File: config.mk
export PLATFORM = sky130hd
export DESIGN_NAME = mei_mac
export DESIGN_NICKNAME = d
export VERILOG_FILES = /design/src/hw/rtl/mei_pkg.sv /design/src/hw/rtl/mei_mac.sv
export SDC_FILE = /design/constraint.sdc
export NUM_CORES = 2
export LEC_CHECK = 0
export BUFFER_PORTS_ARGS = -buffer_cell sky130_fd_sc_hd__buf_2
export CAP_MARGIN = 20
export CORE_MARGIN = 4
export CORE_UTILIZATION = 59
export CTS_CLUSTER_SIZE = 8
export DETAILED_ROUTE_END_ITERATION = 12
export GPL_ROUTABILITY_DRIVEN = 0
export PLACE_DENSITY_LB_ADDON = 0.1
export SLEW_MARGIN = 20
export SYNTH_ARGS = -nofsm -noshare
export SYNTH_HDL_FRONTEND = slang
export SYNTH_SLANG_ARGS = --single-unit
File: constraint.sdc
create_clock -name clk -period 9 [get_ports clk]
set_input_delay 1.35 -clock clk [delete_from_list [all_inputs] [get_ports clk]]
set_output_delay 1.35 -clock clk [all_outputs]
set_load 0.02 [all_outputs]
File: src/hw/rtl/mei_pkg.sv
`timescale 1ns / 1ps
// ----------------------------------------------------------------------------
// mei_pkg: shared types and constants
// Item structs, sequencer states, register codes and the request and response
// groups of the shared MAC and divider units.
// ----------------------------------------------------------------------------
package mei_pkg;

	localparam int MAX_DIM_DEF   = 8;
	localparam int FRAC_BITS_DEF = 32;
	localparam int ACC_W         = 136;   // magnitude of 8 full products plus sign
	localparam int TERM_CAP      = 50;

	localparam logic [3:0] DIM_RESET   = 4'd8;
	localparam logic [5:0] TERMS_RESET = 6'd10;
	localparam real        TOL_RESET   = 1.0e-7;

	// configuration register indexes
	localparam logic [1:0] CFG_DIM   = 2'd0;
	localparam logic [1:0] CFG_STEP  = 2'd1;
	localparam logic [1:0] CFG_TOL   = 2'd2;
	localparam logic [1:0] CFG_TERMS = 2'd3;

	localparam logic CMD_LOAD  = 1'b0;
	localparam logic CMD_START = 1'b1;

	typedef struct packed {
		logic        command;
		logic [2:0]  row;
		logic [2:0]  col;
		logic [63:0] value;
	} in_item_t;

	typedef struct packed {
		logic [2:0]  out_row;
		logic [2:0]  out_col;
		logic [63:0] out_value;
		logic        last;
		logic [5:0]  terms_used;
		logic        converged;
	} out_item_t;

	typedef enum logic [3:0] {
		ST_IDLE,
		ST_INIT,
		ST_NORM_RD,
		ST_NORM_WR,
		ST_CHECK,
		ST_MM_RD,
		ST_MM_GO,
		ST_MM_WAIT,
		ST_SC_RD,
		ST_SC_GO,
		ST_SC_WAIT,
		ST_SC_DIV,
		ST_OUT_RD,
		ST_OUT_EMIT
	} state_t;

	typedef struct packed {
		logic        go;
		logic        first;   // clear the accumulator before this product
		logic [63:0] x;
		logic [63:0] y;
	} mac_req_t;

	typedef struct packed {
		logic        busy;
		logic        done;
		logic [63:0] res;     // accumulator, scaled and saturated
	} mac_rsp_t;

	typedef struct packed {
		logic        go;
		logic [63:0] value;
		logic [5:0]  den;
	} div_req_t;

	typedef struct packed {
		logic        busy;
		logic        done;
		logic [63:0] quo;
	} div_rsp_t;

endpackage

File: src/hw/rtl/mei_mac.sv
`timescale 1ns / 1ps
// ----------------------------------------------------------------------------
// mei_mac: shared fixed-point multiply-accumulate
// Forms a 64x64 signed product from four 32x32 partial products, one per
// cycle, and adds it exactly into a wide accumulator. Output is the
// accumulator shifted down by FRAC_BITS (floor) and saturated to 64 bits.
// ----------------------------------------------------------------------------
module mei_mac import mei_pkg::*; #(
	parameter int FRAC_BITS = FRAC_BITS_DEF
) (
	input  logic     clk,
	input  logic     arst_n,
	input  mac_req_t req,
	output mac_rsp_t rsp
);

	logic [63:0]        xm_q, ym_q;
	logic               neg_q;
	logic               run_q;
	logic [1:0]         ph_q;
	logic [63:0]        prod_s1;
	logic [1:0]         ph_s1;
	logic               pv_s1;
	logic               done_q;
	logic signed [ACC_W-1:0] acc_q;

	logic [31:0]        mul_a, mul_b;
	logic [1:0]         shamt;
	logic [ACC_W-1:0]   ext;
	logic signed [ACC_W-1:0] scaled;
	logic [ACC_W-64:0]  top_bits;

	// control
	always_ff @(posedge clk or negedge arst_n) begin
		if (!arst_n) begin
			run_q  <= 1'b0;
			ph_q   <= '0;
			pv_s1  <= 1'b0;
			done_q <= 1'b0;
		end else begin
			pv_s1  <= run_q;
			done_q <= pv_s1 && (ph_s1 == 2'd3);
			if (req.go) begin
				run_q <= 1'b1;
				ph_q  <= '0;
			end else if (run_q) begin
				ph_q <= ph_q + 2'd1;
				if (ph_q == 2'd3) run_q <= 1'b0;
			end
		end
	end

	// operand magnitudes and partial products
	assign mul_a = ph_q[0] ? xm_q[63:32] : xm_q[31:0];
	assign mul_b = ph_q[1] ? ym_q[63:32] : ym_q[31:0];

	always_ff @(posedge clk) begin
		if (req.go) begin
			xm_q  <= req.x[63] ? (64'd0 - req.x) : req.x;
			ym_q  <= req.y[63] ? (64'd0 - req.y) : req.y;
			neg_q <= req.x[63] ^ req.y[63];
		end
		prod_s1 <= mul_a * mul_b;
		ph_s1   <= ph_q;
	end

	// accumulate the shifted partial product
	assign shamt = {ph_s1[1] & ph_s1[0], ph_s1[1] ^ ph_s1[0]};
	assign ext   = ACC_W'(prod_s1) << {shamt, 5'b0};

	always_ff @(posedge clk) begin
		if (req.go && req.first) begin
			acc_q <= '0;
		end else if (pv_s1) begin
			acc_q <= neg_q ? (acc_q - $signed(ext)) : (acc_q + $signed(ext));
		end
	end

	// scale and saturate
	assign scaled   = acc_q >>> FRAC_BITS;
	assign top_bits = scaled[ACC_W-1:63];

	always_comb begin
		if ((&top_bits) || !(|top_bits)) begin
			rsp.res = scaled[63:0];
		end else begin
			rsp.res = acc_q[ACC_W-1] ? {1'b1, 63'd0} : {1'b0, {63{1'b1}}};
		end
	end

	assign rsp.busy = run_q | pv_s1;
	assign rsp.done = done_q;

endmodule

**After elaboration in Yosys (flattened, before gate mapping)**

Index checks and enable logic that the tools add are counted.

- Reductions and logical operators: 7
- Multiplexer cells: 12
- Add/subtract/negate cells: 5
- Multiply operators: 1
- Bitwise operators: 4
- Shift-type cells: 1
- Eq/ne operators: 2

Operators by type and width:

| cell | number |
|---|---|
| 136-bit adder | 1 |
| 136-bit two-way mux | 1 |
| 64-bit by 7-bit left shift with 136-bit output | 1 |
| 136-bit subtractor | 1 |
| 64-bit two-way mux | 2 |
| 1-bit by 64-bit subtractor with 64-bit output, first input constant | 2 |
| 63-bit two-way mux | 2 |
| 32-bit by 32-bit multiplier with 64-bit output | 1 |
| 32-bit two-way mux | 2 |
| 41-bit AND reduction | 1 |
| 41-bit OR reduction | 1 |
| 2-bit == test, second input constant | 2 |
| 2-bit two-way mux | 2 |
| 1-bit two-way mux | 3 |
| 2-bit by 1-bit adder with 2-bit output, second input constant | 1 |
| 1-bit logical AND | 2 |
| 2-bit nonzero test | 1 |
| 1-bit bitwise XOR | 2 |
| 1-bit AND | 1 |
| 1-bit logical NOT | 1 |
| 1-bit logical OR | 1 |
| 1-bit bitwise OR | 1 |

- Word-level logic and storage cells: 44
- Output and inout bits: 66
- Register bits: 336

**Longest topological paths before layout**

- Word-level depth: 4
- Depth in mapped cells: 35

**Least setup slack after synthesis**

No wires, ideal clock.

- Kind: register to register
- From: register ph_q[0]
- To: register prod_s1[62]
- Required time: 8.928 ns
- Setup time: 0.072 ns
- Data arrival time: 8.646 ns
- Clock period less this slack: 8.718 ns
- Cell stages (with the launch flop): 29
- Slack: 0.282 ns
- Path through: dfrtp_1 clkbuf_1 clkbuf_1 mux2i_1 clkbuf_1 nor2_1 fa_1 fa_1 fa_1 inv_1 fa_1 inv_1 fa_1 fa_1 fa_1 fa_1 ha_1 a21o_1 a21o_1 a21o_1 a21o_1 a311oi_1 o2111ai_1 a311oi_1 o2111ai_1 a21oi_1 o31ai_1 a21oi_1 xnor2_1

- Cells in the longest elaborated chain, start to end: 2

Ends and longest elaborated chain:

| what | RTL line | source |
|---|---|---|
| start: declaration | mei_mac.sv:20 | `logic [1:0] ph_q;` |
| start signal: assignment | mei_mac.sv:47 | `ph_q <= ph_q + 2'd1;` |
| 32-bit two-way mux | mei_mac.sv:54 | `assign mul_a = ph_q[0] ? xm_q[63:32] : xm_q[31:0];` |
| 32-bit by 32-bit multiplier with 64-bit output | mei_mac.sv:63 | `prod_s1 <= mul_a * mul_b;` |
| end signal: assignment | mei_mac.sv:63 |  |
| end: declaration | mei_mac.sv:21 | `logic [63:0] prod_s1;` |

No other way between the ends.
A chain may end at the register's enable or synchronous reset.

**Final worst setup path**

Ends and elaborated chain as after synthesis.

==> impl_metrics.py <==
metrics = {
    "clock_tree": {
        "htreeDepth": 2,
        "cts_sinks": 336,
        "clock-root-buffer": "clkbuf_16",
        "cts_buffers": 49,
        "clk_pin_slew_ns": 0.06,
        "cts_hold_buf": 0,
        "clock_path_buffers": 3,
        "cts_tree": "done",
        "clock_latency_ns": 0.65,
    },
    "grt": {
        "gr-total-overflow": 0,
        "gr-usage-met2_pct": 63.81,
        "grtUsageTotal_pct": 40.34,
        "antenna_found_initial": 6,
        "grtUsageMet3_pct": 11.87,
        "grt_max_degree": 86,
        "use_met1_pct": 47.51,
        "busiest_layer": "met2",
        "grt_pass1_vias": 54830,
        "grt_first_pass_wirelength_mm": 328.9,
    },
    "routing": {
        "vias": 54940,
        "dr.pass1.iters": 10,
        "route.detailed.drc": 0,
        "postRouteAntennaNets": 0,
        "drt_iter0_markers": 6583,
        "wl_per_cell_um": 24.94,
        "finalWirelength_mm": 218.0,
        "vias_per_cell": 6.283,
    },
    "sta": {
        "hold_slack_ns": 0.4689,
        "tightest_slew_ns": 1.113,
        "fin_worst_skew_ns": 0.04532,
        "min_period_ns": 8.732,
        "fmax_mhz": 114.5,
        "rsz0062_at_grt": "yes",
        "slew_headroom_pct": 23.67,
        "drv_slew": 0,
        "timing.final.hold_violations": 0,
        "setup_viol": 0,
        "period_share_pct": 97.02,
    },
    "setup_path": {
        "cp.required_ns": 9.58,
        "worstRegToRegCells": 28,
        "crit_slowest_cell": "fa_1",
        "cp-start-kind": "register",
        "setup.worst_path.class": "register to register",
        "arrival_ns": 9.31,
        "slowest_delay_ns": 0.57,
        "end_kind": "register",
        "cp_max_fo": 12,
        "worst_path_most_repeated_cell": "fa_1",
    },
    "hold_path": {
        "whs_path_depth": 2,
        "hp-class": "register to register",
    },
    "logic_synthesis": {
        "synth.distinct_cells": 96,
        "synth_nets": 8731,
        "synthCells": 7299,
        "synthArstFlopShare_pct": 1.488,
        "synth_top_area_share_pct": 29.54,
        "ys_ff_latch": 336,
        "yosysWarnings": 0,
        "syn_avg_cell_area_um2": 8.328,
        "ys_seq_area_share_pct": 13.23,
        "synth_flop_cell": "dfxtp_1",
        "synthTopCellsByArea": "fa_1 30%, ha_1 8.3%, dfxtp_1 6.7%, edfxtp_1 6.4%, nor2_1 6.2%",
        "syn_area_um2": 60790,
        "synth_largest_area_cell": "fa_1",
        "synth_edf_count": 129,
    },
    "floorplanning": {
        "core_area_um2": 102000,
        "start_util_pct": 59.57,
        "die_y_um": 329.0,
        "rows": 117,
        "die_area_um2": 108200,
        "io_pins": 198,
        "chipWidth_um": 329.0,
    },
    "place": {
        "hpwl_mm": 175.6,
        "io_buffers": 197,
    },
    "status": {
        "status": "finished, final reports clean",
    },
    "final_layout": {
        "syn_to_final_growth_pct": 7.604,
        "drive_gt1_share_pct": 8.671,
        "nets": 8778,
        "nFillCells": 8917,
    },
    "job": {
        "drv_cap": 0,
    },
}
## state kept, by name (all words and copies together) (netlist names)
register and cells:
acc_q 136, done_q 1, ph_s1 2, ph_q 2
xm_q 64, pv_s1 1, neg_q 1, prod_s1 64
run_q 1, ym_q 64
## layout make-up
cell class                 instances  area (um2)  share of cell area, %
tap                             1368        1712                  2.617
clock buffer                      70        1335                  2.041
timing repair buffer             385        2630                  4.021
antenna                            7       17.52                0.02678
inverter                         958        3596                  5.498
multi-input combinational       5616       48010                  73.40
sequential                       336        8054                  12.31
clock inverter                     4       52.55                0.08034
## critical path: cells and delay by family (launching register included)
kind | cells | cell delay, ns
muxes | 1 | 0.40
xor gates and xnor gates | 1 | 0.12
and+or+nand+nor | 1 | 0.06
DFF | 1 | 0.54
buffers and inverters | 5 | 0.75
AOI/OAI and AO/OA | 11 | 2.46
adders and majority gates | 9 | 4.34
## final timing paths
check / start / slack (ns) / to
setup / recovery: ph_q[0] / 0.27 / prod_s1[62]
hold / removal: acc_q[28] / 0.47 / acc_q[28]
setup reg to reg: ph_q[0] / 0.27 / prod_s1[62]
hold reg to reg: acc_q[28] / 0.47 / acc_q[28]
max in group asynchronous: arst_n / 8.13 / pv_s1
min in group asynchronous: arst_n / 0.58 / done_q
## cells by family (layout without fill, tap and decap cells)
family	count (synthesis)	after routing	share of synthesized area [%]
simple gates	2391	2391	17.25
buf+inv	1347	1417	8.343
fa+ha+maj	1300	1300	37.84
compound gates	1247	1247	12.88
xor+xnor	421	421	6.066
flops	336	336	13.23
mux	257	257	4.397
other cells	0	7	0
## synth_stat cells (14+ instances only)
cell type  instances
mux2i_1          177
or3_1             36
or2_2             23
nand4_1          101
a31oi_1           51
a21o_1           190
nor4_1            46
or4_1             18
o21ai_0          274
o21bai_1          62
o211ai_1          18
a21oi_1          388
mux2_2            80
nand2_1          788
o41ai_1           20
buf_1             39
and2_1            41
inv_1            957
nand2b_1          41
nor3_1            90
dfxtp_1          202
o21a_1            23
and3_1            34
edfxtp_1         129
a22oi_1           19
clkbuf_1         340
xor2_1           135
nor2b_1           19
a211oi_1          26
nor2_1          1005
ha_1             403
a22o_1            14
fa_1             897
xnor2_1          286
o31ai_1           62
nand3_1           85
## layer usage
metal / vias up / routed length, um / share of wire, %
met4: 2 / 20030 / 9.2
met5: - / 20 / 0.0092
met3: 1036 / 25510 / 12
met1: 26360 / 76310 / 35
met2: 3573 / 96160 / 44
li1: 23970 / - / -
## metrics by stage
step           setup WS, ns  util, %  instances  setup TNS, ns  instance area (um2)
2_1_floorplan        0.2822        -       7299              0                60790
3_3_place_gp         0.2751    62.58       8656              0                63850
3_5_place_dp         0.1429    62.58       8656              0                63850
4_1_cts              0.1445    63.94       8730              0                65240
5_1_grt            -0.04310    64.09       8737       -0.04310                65390
6_report             0.2681    64.10       8744              0                65410
## layout by cell type (no fill, tap or decap), drive strengths merged, types with 11 or more instances in the layout
cell and n:
a21boi 11, o21ai 278, a21o 190, xnor2 286
clkbuf 71, dfxtp 202, o21a 23, a22o 14
a22oi 19, a31oi 51, and2 41, buf 384
nor2b 19, o21bai 62, or4 21, edfxtp 129
mux2 80, nand4 101, and3 34, ha 403
nand2b 44, o31ai 62, o41ai 21, inv 960
nand3 86, nor3 91, nor4 47, or2 27
a21oi 389, or3 39, o211ai 18, nand2 788
xor2 135, fa 897, nor2 1005, a211oi 26
mux2i 177
## repair_timing
action | in CTS | in global routing
setup buffers | 0 | 7
setup endpoints to repair | 0 | 13
resized for setup | 0 | 18
Power is not shown: default switching activity piles up to over one toggle a cycle in this logic, so the estimate is an artifact.
