File: config.mk
export PLATFORM = sky130hd
export DESIGN_NAME = mei_div
export DESIGN_NICKNAME = d
export VERILOG_FILES = /design/src/hw/rtl/mei_pkg.sv /design/src/hw/rtl/mei_div.sv
export SDC_FILE = /design/constraint.sdc
export NUM_CORES = 1
export LEC_CHECK = 0
export BUFFER_PORTS_ARGS = -buffer_cell sky130_fd_sc_hd__buf_2
export CAP_MARGIN = 20
export CELL_PAD_IN_SITES_DETAIL_PLACEMENT = 1
export CELL_PAD_IN_SITES_GLOBAL_PLACEMENT = 1
export CORE_MARGIN = 10
export CORE_UTILIZATION = 40
export CTS_CLUSTER_DIAMETER = 150
export DETAILED_ROUTE_END_ITERATION = 10
export HOLD_SLACK_MARGIN = 0.05
export PLACE_DENSITY = 0.83
export RECOVER_POWER = 25
export SETUP_SLACK_MARGIN = 0.02
export SLEW_MARGIN = 0
export SYNTH_ARGS = -nofsm -noshare
export SYNTH_HDL_FRONTEND = slang
export SYNTH_SLANG_ARGS = --single-unit
File: constraint.sdc
create_clock -name clk -period 7.6 [get_ports clk]
set_input_delay 0.76 -clock clk [delete_from_list [all_inputs] [get_ports clk]]
set_output_delay 0.76 -clock clk [all_outputs]
set_load 0.01 [all_outputs]
File: src/hw/rtl/mei_pkg.sv
`timescale 1ns / 1ps
// ----------------------------------------------------------------------------
// mei_pkg: shared types and constants
// Item structs, sequencer states, register codes and the request and response
// groups of the shared MAC and divider units.
// ----------------------------------------------------------------------------
package mei_pkg;

	localparam int MAX_DIM_DEF   = 8;
	localparam int FRAC_BITS_DEF = 32;
	localparam int ACC_W         = 136;   // magnitude of 8 full products plus sign
	localparam int TERM_CAP      = 50;

	localparam logic [3:0] DIM_RESET   = 4'd8;
	localparam logic [5:0] TERMS_RESET = 6'd10;
	localparam real        TOL_RESET   = 1.0e-7;

	// configuration register indexes
	localparam logic [1:0] CFG_DIM   = 2'd0;
	localparam logic [1:0] CFG_STEP  = 2'd1;
	localparam logic [1:0] CFG_TOL   = 2'd2;
	localparam logic [1:0] CFG_TERMS = 2'd3;

	localparam logic CMD_LOAD  = 1'b0;
	localparam logic CMD_START = 1'b1;

	typedef struct packed {
		logic        command;
		logic [2:0]  row;
		logic [2:0]  col;
		logic [63:0] value;
	} in_item_t;

	typedef struct packed {
		logic [2:0]  out_row;
		logic [2:0]  out_col;
		logic [63:0] out_value;
		logic        last;
		logic [5:0]  terms_used;
		logic        converged;
	} out_item_t;

	typedef enum logic [3:0] {
		ST_IDLE,
		ST_INIT,
		ST_NORM_RD,
		ST_NORM_WR,
		ST_CHECK,
		ST_MM_RD,
		ST_MM_GO,
		ST_MM_WAIT,
		ST_SC_RD,
		ST_SC_GO,
		ST_SC_WAIT,
		ST_SC_DIV,
		ST_OUT_RD,
		ST_OUT_EMIT
	} state_t;

	typedef struct packed {
		logic        go;
		logic        first;   // clear the accumulator before this product
		logic [63:0] x;
		logic [63:0] y;
	} mac_req_t;

	typedef struct packed {
		logic        busy;
		logic        done;
		logic [63:0] res;     // accumulator, scaled and saturated
	} mac_rsp_t;

	typedef struct packed {
		logic        go;
		logic [63:0] value;
		logic [5:0]  den;
	} div_req_t;

	typedef struct packed {
		logic        busy;
		logic        done;
		logic [63:0] quo;
	} div_rsp_t;

endpackage

File: src/hw/rtl/mei_div.sv
`timescale 1ns / 1ps
// ----------------------------------------------------------------------------
// mei_div: signed value by small unsigned divisor
// Restoring division, one quotient bit per cycle, truncating
// toward zero. The result is valid in the cycle that done is high.
// ----------------------------------------------------------------------------
module mei_div import mei_pkg::*; (
	input  logic     clk,
	input  logic     arst_n,
	input  div_req_t req,
	output div_rsp_t rsp
);

	logic        run_q;
	logic        done_q;
	logic [5:0]  cnt_q;
	logic [63:0] q_q;
	logic [5:0]  rem_q;
	logic [5:0]  den_q;
	logic        neg_q;

	logic [6:0]  trial;
	logic        fits;

	// control
	always_ff @(posedge clk or negedge arst_n) begin
		if (!arst_n) begin
			run_q  <= 1'b0;
			done_q <= 1'b0;
			cnt_q  <= '0;
		end else begin
			done_q <= run_q && (cnt_q == 6'd63);
			if (req.go) begin
				run_q <= 1'b1;
				cnt_q <= '0;
			end else if (run_q) begin
				cnt_q <= cnt_q + 6'd1;
				if (cnt_q == 6'd63) run_q <= 1'b0;
			end
		end
	end

	// one quotient bit a cycle
	assign trial = {rem_q, q_q[63]};
	assign fits  = trial >= {1'b0, den_q};

	always_ff @(posedge clk) begin
		if (req.go) begin
			q_q   <= req.value[63] ? (64'd0 - req.value) : req.value;
			rem_q <= '0;
			den_q <= req.den;
			neg_q <= req.value[63];
		end else if (run_q) begin
			q_q   <= {q_q[62:0], fits};
			rem_q <= fits ? 6'(trial - {1'b0, den_q}) : trial[5:0];
		end
	end

	assign rsp.busy = run_q;
	assign rsp.done = done_q;
	assign rsp.quo  = neg_q ? (64'd0 - q_q) : q_q;

endmodule

; ---- Word level (Yosys, flattened, before mapping)
; Index checks and enable logic that the tools add are counted.
[totals]
reg_bits = 85
mem_bits_rw = 0
romBits = 0
latch_bits = 0
memories = 0
[op_classes]
shift = 0
bitwise_logic = 0
add_sub_neg = 4
multipliers = 0
n_eq_ne = 1
mux = 10
order_cmp = 1
reduce_logical = 2
div_mod_pow = 0
[op_table]
columns = op, n
row1 = $mux 64, 4
row2 = $sub 1x64->64 const A, 2
row3 = $mux 6, 3
row4 = $ge 7x6->1, 1
row5 = $add 6x1->6 const B, 1
row6 = $eq 6x6->1 const B, 1
row7 = $sub 6x6->6, 1
row8 = $mux 1, 3
row9 = $reduce_bool 2->1, 1
row10 = $logic_and 1x1->1, 1

; ---- Longest topological paths before layout
; Gate-level depths: netlist of run 1.
[depth]
word_depth = 4
mapped_depth = 8

; ---- Least setup slack after synthesis of run 1
; OpenSTA, ideal clock, no wires.
[synth_timing]
path_kind = register to output
start = reg q_q[18]
end = out rsp[54] (netlist name)
arrival_time_ps = 2209
slack_ps = 4631
path_stages_with_launch = 6
t_required_ps = 6840
cell_sequence = edfxtp_1 > or4_2 > nor4_4 > nand4_2 > o41ai_2 > xnor2_1
[synth_rtl]
columns = item, line_no
row1 = from (decl), mei_div.sv:17  ; logic [63:0] q_q;
row2 = from (signal assigned), mei_div.sv:49  ; q_q <= req.value[63] ? (64'd0 - req.value) : req.value;
row3 = from (signal assigned), mei_div.sv:54  ; q_q <= {q_q[62:0], fits};
row4 = to (decl), mei_div.sv:11  ; output div_rsp_t rsp

; ---- Worst setup path after layout of run 1
[layout_timing]
start = in req[70] (netlist name)
end = reg q_q[63], enable pin
[layout_between]
elab_chain_len = 1
[layout_lines]
columns = item, line_no
row1 = from (decl), mei_div.sv:10  ; input div_req_t req,
row2 = $reduce_bool 2->1 (no source line), n/a
; No other way between the ends.
; A chain may end at the register's enable or synchronous reset.

==> results of run 1 <==
report_power, final:
group,switching (W),internal [W]
registers,0.0000832,0.000579
clock network,0.000199,0.000357
logic,0.000287,0.000220
total,0.000569,0.00116
synth_stat cells (4+ instances only):
library cell / count / area [µm²]
a21oi_1: 51 / 255
a221oi_1: 4 / 35.0
a31oi_1: 5 / 31.3
and3_1: 6 / 37.5
buf_1: 4 / 15.0
clkbuf_1: 37 / 139
dfrtp_1: 8 / 200
dfxtp_1: 6 / 120
edfxtp_1: 71 / 2130
ha_1: 9 / 113
inv_1: 17 / 63.8
mux2i_1: 9 / 90.1
nand2_1: 55 / 206
nand2b_1: 6 / 37.5
nand3_1: 30 / 150
nand4_1: 16 / 100
nor2_1: 88 / 330
nor2b_1: 7 / 43.8
nor3_1: 23 / 115
nor4_1: 17 / 106
nor4_2: 6 / 75.1
nor4_4: 5 / 106
o21ai_0: 36 / 180
o31ai_1: 34 / 255
o41ai_1: 34 / 298
or2_2: 7 / 43.8
or3_1: 26 / 163
or4_1: 10 / 75.1
xnor2_1: 67 / 587
xor2_1: 48 / 420
metrics by stage:
| step | util [%] | std cells | total power, W | hold slack [ns] | setup slack (ns) |
|---|---|---|---|---|---|
| after global placement | 45.3 | 1114 | 0.00116 | 0.479 | 3.73 |
| after global routing | 47.4 | 1131 | 0.00182 | 0.353 | 1.63 |
| after CTS | 47.5 | 1130 | 0.00174 | 0.248 | 3.37 |
| final | 47.4 | 1131 | 0.00173 | 0.339 | 2.07 |
| after floorplan | - | 793 | 0.000970 | 0.462 | 4.63 |
| after detailed placement | 45.3 | 1114 | 0.00118 | 0.503 | 3.73 |
metal layers:
| metal | up-vias | global-route usage (%) | wire, µm |
|---|---|---|---|
| li1 | 3209 | - | - |
| met1 | 3395 | 25.4 | 10500 |
| met2 | 204 | 33.4 | 11500 |
| met3 | 26 | 3.73 | 1310 |
| met4 | 0 | 5.23 | 376 |
| met5 | - | 0 | 0 |
path summary, 6_finish.rpt:
check	from	end	cells after the start
worst max-delay path	req[70]	q_q[63]$_DFFE_PP_	4
worst min-delay path	arst_n	done_q$_DFF_PN0_	1
worst max register to register	den_q[1]$_DFFE_PP_	rem_q[1]$_SDFFE_PP0P_	7
worst min register to register	rem_q[5]$_SDFFE_PP0P_	rem_q[5]$_SDFFE_PP0P_	2
max in group asynchronous	arst_n	cnt_q[1]$_DFFE_PN0P_	1
min in group clk	rem_q[5]$_SDFFE_PP0P_	rem_q[5]$_SDFFE_PP0P_	2
area by class of cell:
class / count / area, µm²
clock inverters: 7 / 145
multi-input cells: 643 / 4280
repair buffers: 142 / 708
well taps: 225 / 282
flip-flops and latches: 85 / 2450
clock buffers: 9 / 225
inverters: 19 / 71.3
diodes: 1 / 2.50
fillers: 2065 / 9070
logic make-up after synthesis:
logic type | share of synthesized area [%]
fa+ha+maj | 1.90
compound gates | 18.4
mux | 1.45
simple gates | 25.1
buf+inv | 3.69
xor+xnor | 14.4
flops | 35.1
worst reg2reg max path, cell delays in order (launching register included):
cell	delay, ns
edfxtp_1	0.40
inv_1	0.06
ha_1	0.29
nor2b_1	0.21
o21ai_0	0.13
a31oi_1	0.64
or2_2	0.29
o311ai_0	0.13
state kept, by name, summed over array words and instances (netlist names):
register	cells
cnt_q	6
den_q	6
done_q	1
neg_q	1
q_q	64
rem_q	6
run_q	1
==> impl_metrics.json, run 1 <==
{
  "start_util_pct": 40.6,
  "finClkSkew_ns": 0.00516,
  "seq_area_frac_synth_pct": 35.1,
  "holdBufCountCts": 0,
  "rows": 48,
  "drc": 0,
  "grt_pass1_vias": 7028,
  "worstPathArrival_ns": 5.50,
  "synth_edf_count": 71,
  "portBuffers": 138,
  "critPathBufInv": 3,
  "drv_cap": 2,
  "die-width_um": 152,
  "r2r_slack_ns": 5.21,
  "mostFrequentLayoutCells": "buf_2, nor2_1, edfxtp_1, xnor2_1, nand2_1",
  "grt_max_degree": 85,
  "cts_setup_buffers": 0,
  "final_common_cell": "buf_2",
  "placed_area_mm2": 0.00781,
  "numCtsBuffers": 9,
  "first_pass_iters": 5,
  "syn_area_mm2": 0.00699,
  "gp_congestion": 0.854,
  "post-route-period-util_pct": 72.7,
  "cp-end-kind": "register",
  "vias": 6834,
  "relSlewSlack_pct": -90.2,
  "antenna_found_initial": 1,
  "layout.nets": 983,
  "worst-path-max-fanout": 65,
  "setup_tns_ns": 0,
  "cts_tree": "done",
  "slew_viol_final": 119,
  "critPathMaxStageDelay_ns": 1.97,
  "hpwl_um": 17400,
  "ir_drop_mv": 0.105,
  "power_density_mw_per_mm2": 211,
  "min_period_ns": 5.53,
  "path_clk_slew_ns": 0.06,
  "synth-main-ff-cell": "edfxtp_1",
  "ioPinCount": 139,
  "drive_gt1_share_pct": 20.0,
  "synthCells": 793,
  "startpoint_type": "input port",
  "syn_area_per_cell_um2": 8.82,
  "syn_nets": 876,
  "tightestPinTransition_ns": 2.85,
  "cts_sinks": 85,
  "htreeDepth": 3,
  "root_buffer": "clkbuf_16",
  "rsz0062_at_grt": "false",
  "finalHoldViolCount": 0,
  "crit_slowest_cell": "clkbuf_1",
  "chipHeight_um": 152,
  "drt_iter0_drc": 608,
  "cts_resized": 0,
  "worstPathCellList": "clkbuf_1 > clkinv_1 > nand2_2 > buf_4",
  "clock.fmax_mhz": 181,
  "critPathTopFamily": "buffers and inverters",
  "leakage_nw": 2.94,
  "synth_cell_types": 61,
  "wire_per_inst_um": 21.0,
  "synth-seq-cells": 85,
  "fin_area_mm2": 0.00817,
  "outcome": "finished with violations",
  "cp.required_ns": 7.57,
  "cts_buffer_depth": 2,
  "grt_pass1_wl_um": 38500,
  "drtAntennaViolNets": 0,
  "grt_use_total_pct": 19.8,
  "yosysWarnings": 0,
  "violations": "capacitance limit, slew limit",
  "totalWireLength_um": 23700,
  "viasPerCell": 6.04,
  "grt_remaining_overflow": 0,
  "syn_to_final_growth_pct": 16.9,
  "synth-async-reset-ratio_pct": 9.41,
  "worstSetupPathType": "input port to register",
  "core_area_mm2": 0.0172,
  "dieArea_mm2": 0.0232,
  "clk_latency_ns": 0.35,
  "min_path_type": "input port to asynchronous set/reset pin",
  "finalSetupViolations": 0
}
No activity file was read; power rests on OpenSTA's default activity.
==> run 2, diff against run 1 <==
--- a/config.mk
+++ b/config.mk
@@ -5,12 +5,13 @@
 export SDC_FILE = /design/constraint.sdc
 export NUM_CORES = 1
 export LEC_CHECK = 0
+export ABC_AREA = 1
 export BUFFER_PORTS_ARGS = -buffer_cell sky130_fd_sc_hd__buf_2
 export CAP_MARGIN = 20
 export CELL_PAD_IN_SITES_DETAIL_PLACEMENT = 1
 export CELL_PAD_IN_SITES_GLOBAL_PLACEMENT = 1
 export CORE_MARGIN = 10
-export CORE_UTILIZATION = 40
+export CORE_UTILIZATION = 36
 export CTS_CLUSTER_DIAMETER = 150
 export DETAILED_ROUTE_END_ITERATION = 10
 export HOLD_SLACK_MARGIN = 0.05
==> constraint.sdc (replaced) <==
create_clock -name clk -period 4.8 [get_ports clk]
set_input_delay 0.48 -clock clk [delete_from_list [all_inputs] [get_ports clk]]
set_output_delay 0.48 -clock clk [all_outputs]
set_load 0.01 [all_outputs]
==> run 2 against run 1 <==
Effect of this change:
- the flow still finishes with violations (capacitance limit, slew limit)
- clock skew up 0.0057 ns
- count of clock-buffer cells in the layout up 1
- setup slack worse by 0.88 ns
- non-clock buffer count up 3
- final area up 16%
- cell count up 54%
- synthesized area up 18%
- worst hold slack worse by 0.030 ns
- wire length up 42%
- sequential share of layout area down 4.1 points
- largest power group unchanged
- combinational power up 90%
==> impl_metrics.json, run 2 <==
{
  "power_w": 0.00272,
  "cts_tree": "done",
  "p_int_w": 0.00165,
  "slew_viol_final": 73,
  "switching_share_pct": 39.2,
  "syn_nets": 1415,
  "fillers": 3094,
  "clock.fmax_mhz": 277,
  "largest_reg_flops": 64,
  "drc": 0,
  "power_frac_clock_pct": 26.8,
  "ioPinCount": 139,
  "hpwl_um": 27900,
  "worst-path-max-fanout": 35,
  "viasPerCell": 5.44,
  "p_comb_share_pct": 35.5,
  "post-route-period-util_pct": 75.2,
  "stdcell_count": 1744,
  "cp-endpoint": "q_q[49]$_DFFE_PP_",
  "r2r_end": "q_q[0]$_DFFE_PP_",
  "drive_gt1_share_pct": 13.1,
  "switching_power_w": 0.00107,
  "synth_top_area_cell": "edfxtp_1",
  "synth-async-reset-ratio_pct": 9.41,
  "vias": 9491,
  "rows": 55,
  "r2r_slack_ns": 2.68,
  "min_period_ns": 3.61,
  "core_area_mm2": 0.0226,
  "antenna_found_initial": 0,
  "cts_resized": 0,
  "syn_area_per_cell_um2": 6.18,
  "outcome": "finished with violations",
  "ir_drop_mv": 0.161,
  "synth_top_area_share_pct": 25.9,
  "dpl.cell_count": 1727,
  "chipHeight_um": 171,
  "synthMostInstantiatedCell": "nand2_1",
  "dieArea_mm2": 0.0293,
  "setup_tns_ns": 0,
  "yosysWarnings": 0,
  "ys_top_cells_by_count": "nand2_1, nor2_1, inv_1, nand3_1, edfxtp_1",
  "holdBufCountCts": 1,
  "grt_pass1_vias": 9517,
  "grt_pass1_wl_um": 52900,
  "syn_area_mm2": 0.00823,
  "drv_cap": 2,
  "finalHoldViolCount": 0,
  "violations": "capacitance limit, slew limit",
  "cp.required_ns": 4.88,
  "tightestPinTransition_ns": 1.76,
  "min_path_type": "input port to register",
  "syn_to_final_growth_pct": 15.0,
  "cp-end-kind": "register",
  "post-route-util_pct": 41.9,
  "power_frac_seq_pct": 37.7,
  "drtAntennaViolNets": 0,
  "diodes": 0,
  "synth_cell_types": 42,
  "regMostFlops": "q_q",
  "finalSetupViolations": 0,
  "r2r_start": "rem_q[1]$_SDFFE_PP0P_",
  "start_util_pct": 36.4,
  "seq_area_frac_synth_pct": 29.8,
  "cts_buffer_depth": 2,
  "startpoint_type": "input port",
  "numCtsBuffers": 9,
  "rsz0062_at_grt": "false",
  "synth-seq-cells": 85,
  "startpoint": "req[69]",
  "worstSetupPathType": "input port to register",
  "synth_area_leaders": "edfxtp_1, nand2_1, nor2_1",
  "power_density_mw_per_mm2": 287,
  "path_clk_slew_ns": 0.07,
  "clk_latency_ns": 0.34,
  "gp_congestion": 0.954,
  "mostFrequentLayoutCells": "nand2_1, nor2_1, inv_1, nand3_1, buf_2",
  "drt_iter0_drc": 780,
  "grt_remaining_overflow": 0,
  "worstPathArrival_ns": 3.69,
  "final_common_cell": "nand2_1",
  "totalWireLength_um": 33700,
  "leakage_nw": 4.27,
  "root_buffer": "clkbuf_16",
  "synth-main-ff-cell": "edfxtp_1",
  "grt_max_degree": 65,
  "grt_use_total_pct": 22.8,
  "synthCells": 1332,
  "wire_per_inst_um": 19.3,
  "synth_edf_count": 71,
  "portBuffers": 138,
  "cts_sinks": 85,
  "htreeDepth": 3,
  "cts_setup_buffers": 0,
  "reg2regPathDepth": 7,
  "relSlewSlack_pct": -17.4,
  "first_pass_iters": 6,
  "finClkSkew_ns": 0.0109,
  "layout.nets": 1537,
  "die-width_um": 171
}
==> run 2: cell count changes after synthesis, moves of 35 or more <==
cell,change
nor2_1,+126
nand3_1,+103
nand2_1,+389
xnor2_1,-55
a21oi_1,-35
inv_1,+118
==> run 2: critical path, stage by stage <==
cell and delay (ns):
clkbuf_1 1.00, clkbuf_1 1.27, nand2_2 0.15, nand2_1 0.28, nor2_1 0.18, nand2_1 0.09
nand2_1 0.05, nand3_1 0.08, nand2_1 0.09
==> run 2: worst min path at each step <==
stage	start	end	slack, ns	cells after the start
after floorplan	arst_n	cnt_q[0]$_DFFE_PN0P_	0.18	0
after global placement	arst_n	done_q$_DFF_PN0_	0.33	1
after detailed placement	arst_n	run_q$_DFF_PN0_	0.33	1
after CTS	req[4]	den_q[4]$_DFFE_PP_	0.30	1
after global routing	req[4]	den_q[4]$_DFFE_PP_	0.29	1
final	req[4]	den_q[4]$_DFFE_PP_	0.31	1
==> run 2: routing by layer <==
| metal | part of all wire (%) | global-route usage (%) |
|---|---|---|
| met1 | 46 | 31.9 |
| met2 | 45 | 36.3 |
| met3 | 7.2 | 2.50 |
| met4 | 2.0 | 6.47 |
| met5 | 0 | 0 |
==> run 2: cell type report <==
cell class                 instances  area [µm²]  area share (%)
tap                              285         357            3.77
sequential                        85        2450            25.9
inverter                         140         526            5.55
timing repair buffer             145         729            7.71
clock buffer                      10         239            2.53
multi-input combinational       1073        5080            53.7
clock inverter                     6        76.3           0.807
==> run 2: cell families (layout without fill, tap and decap cells) <==
kind of cell	count (synthesis)	count (layout)	synth area share (%)
and+or+nand+nor	882	882	45.6
buffers and inverters	174	301	8.29
AOI/OAI and AO/OA	121	121	8.30
DFF	85	85	29.8
xor gates and xnor gates	60	60	6.39
adders and majority gates	10	10	1.61
==> run 2: stage by stage <==
step / area, µm² / hold slack (ns) / worst slack (ns)
2_1_floorplan: 8230 / 0.184 / 2.33
3_3_place_gp: 9160 / 0.331 / 2.26
3_5_place_dp: 9160 / 0.334 / 2.22
4_1_cts: 9490 / 0.301 / 1.88
5_1_grt: 9460 / 0.295 / 0.829
6_report: 9460 / 0.309 / 1.19
==> run 2: power groups by stage <==
stage                     clock network [W]  logic [W]  registers (W)
after floorplan                           0   0.000614       0.000981
after global placement                    0   0.000925        0.00102
after detailed placement                  0   0.000953        0.00103
after CTS                          0.000735   0.000968        0.00102
after global routing               0.000768    0.00109        0.00103
final                              0.000729   0.000964        0.00102
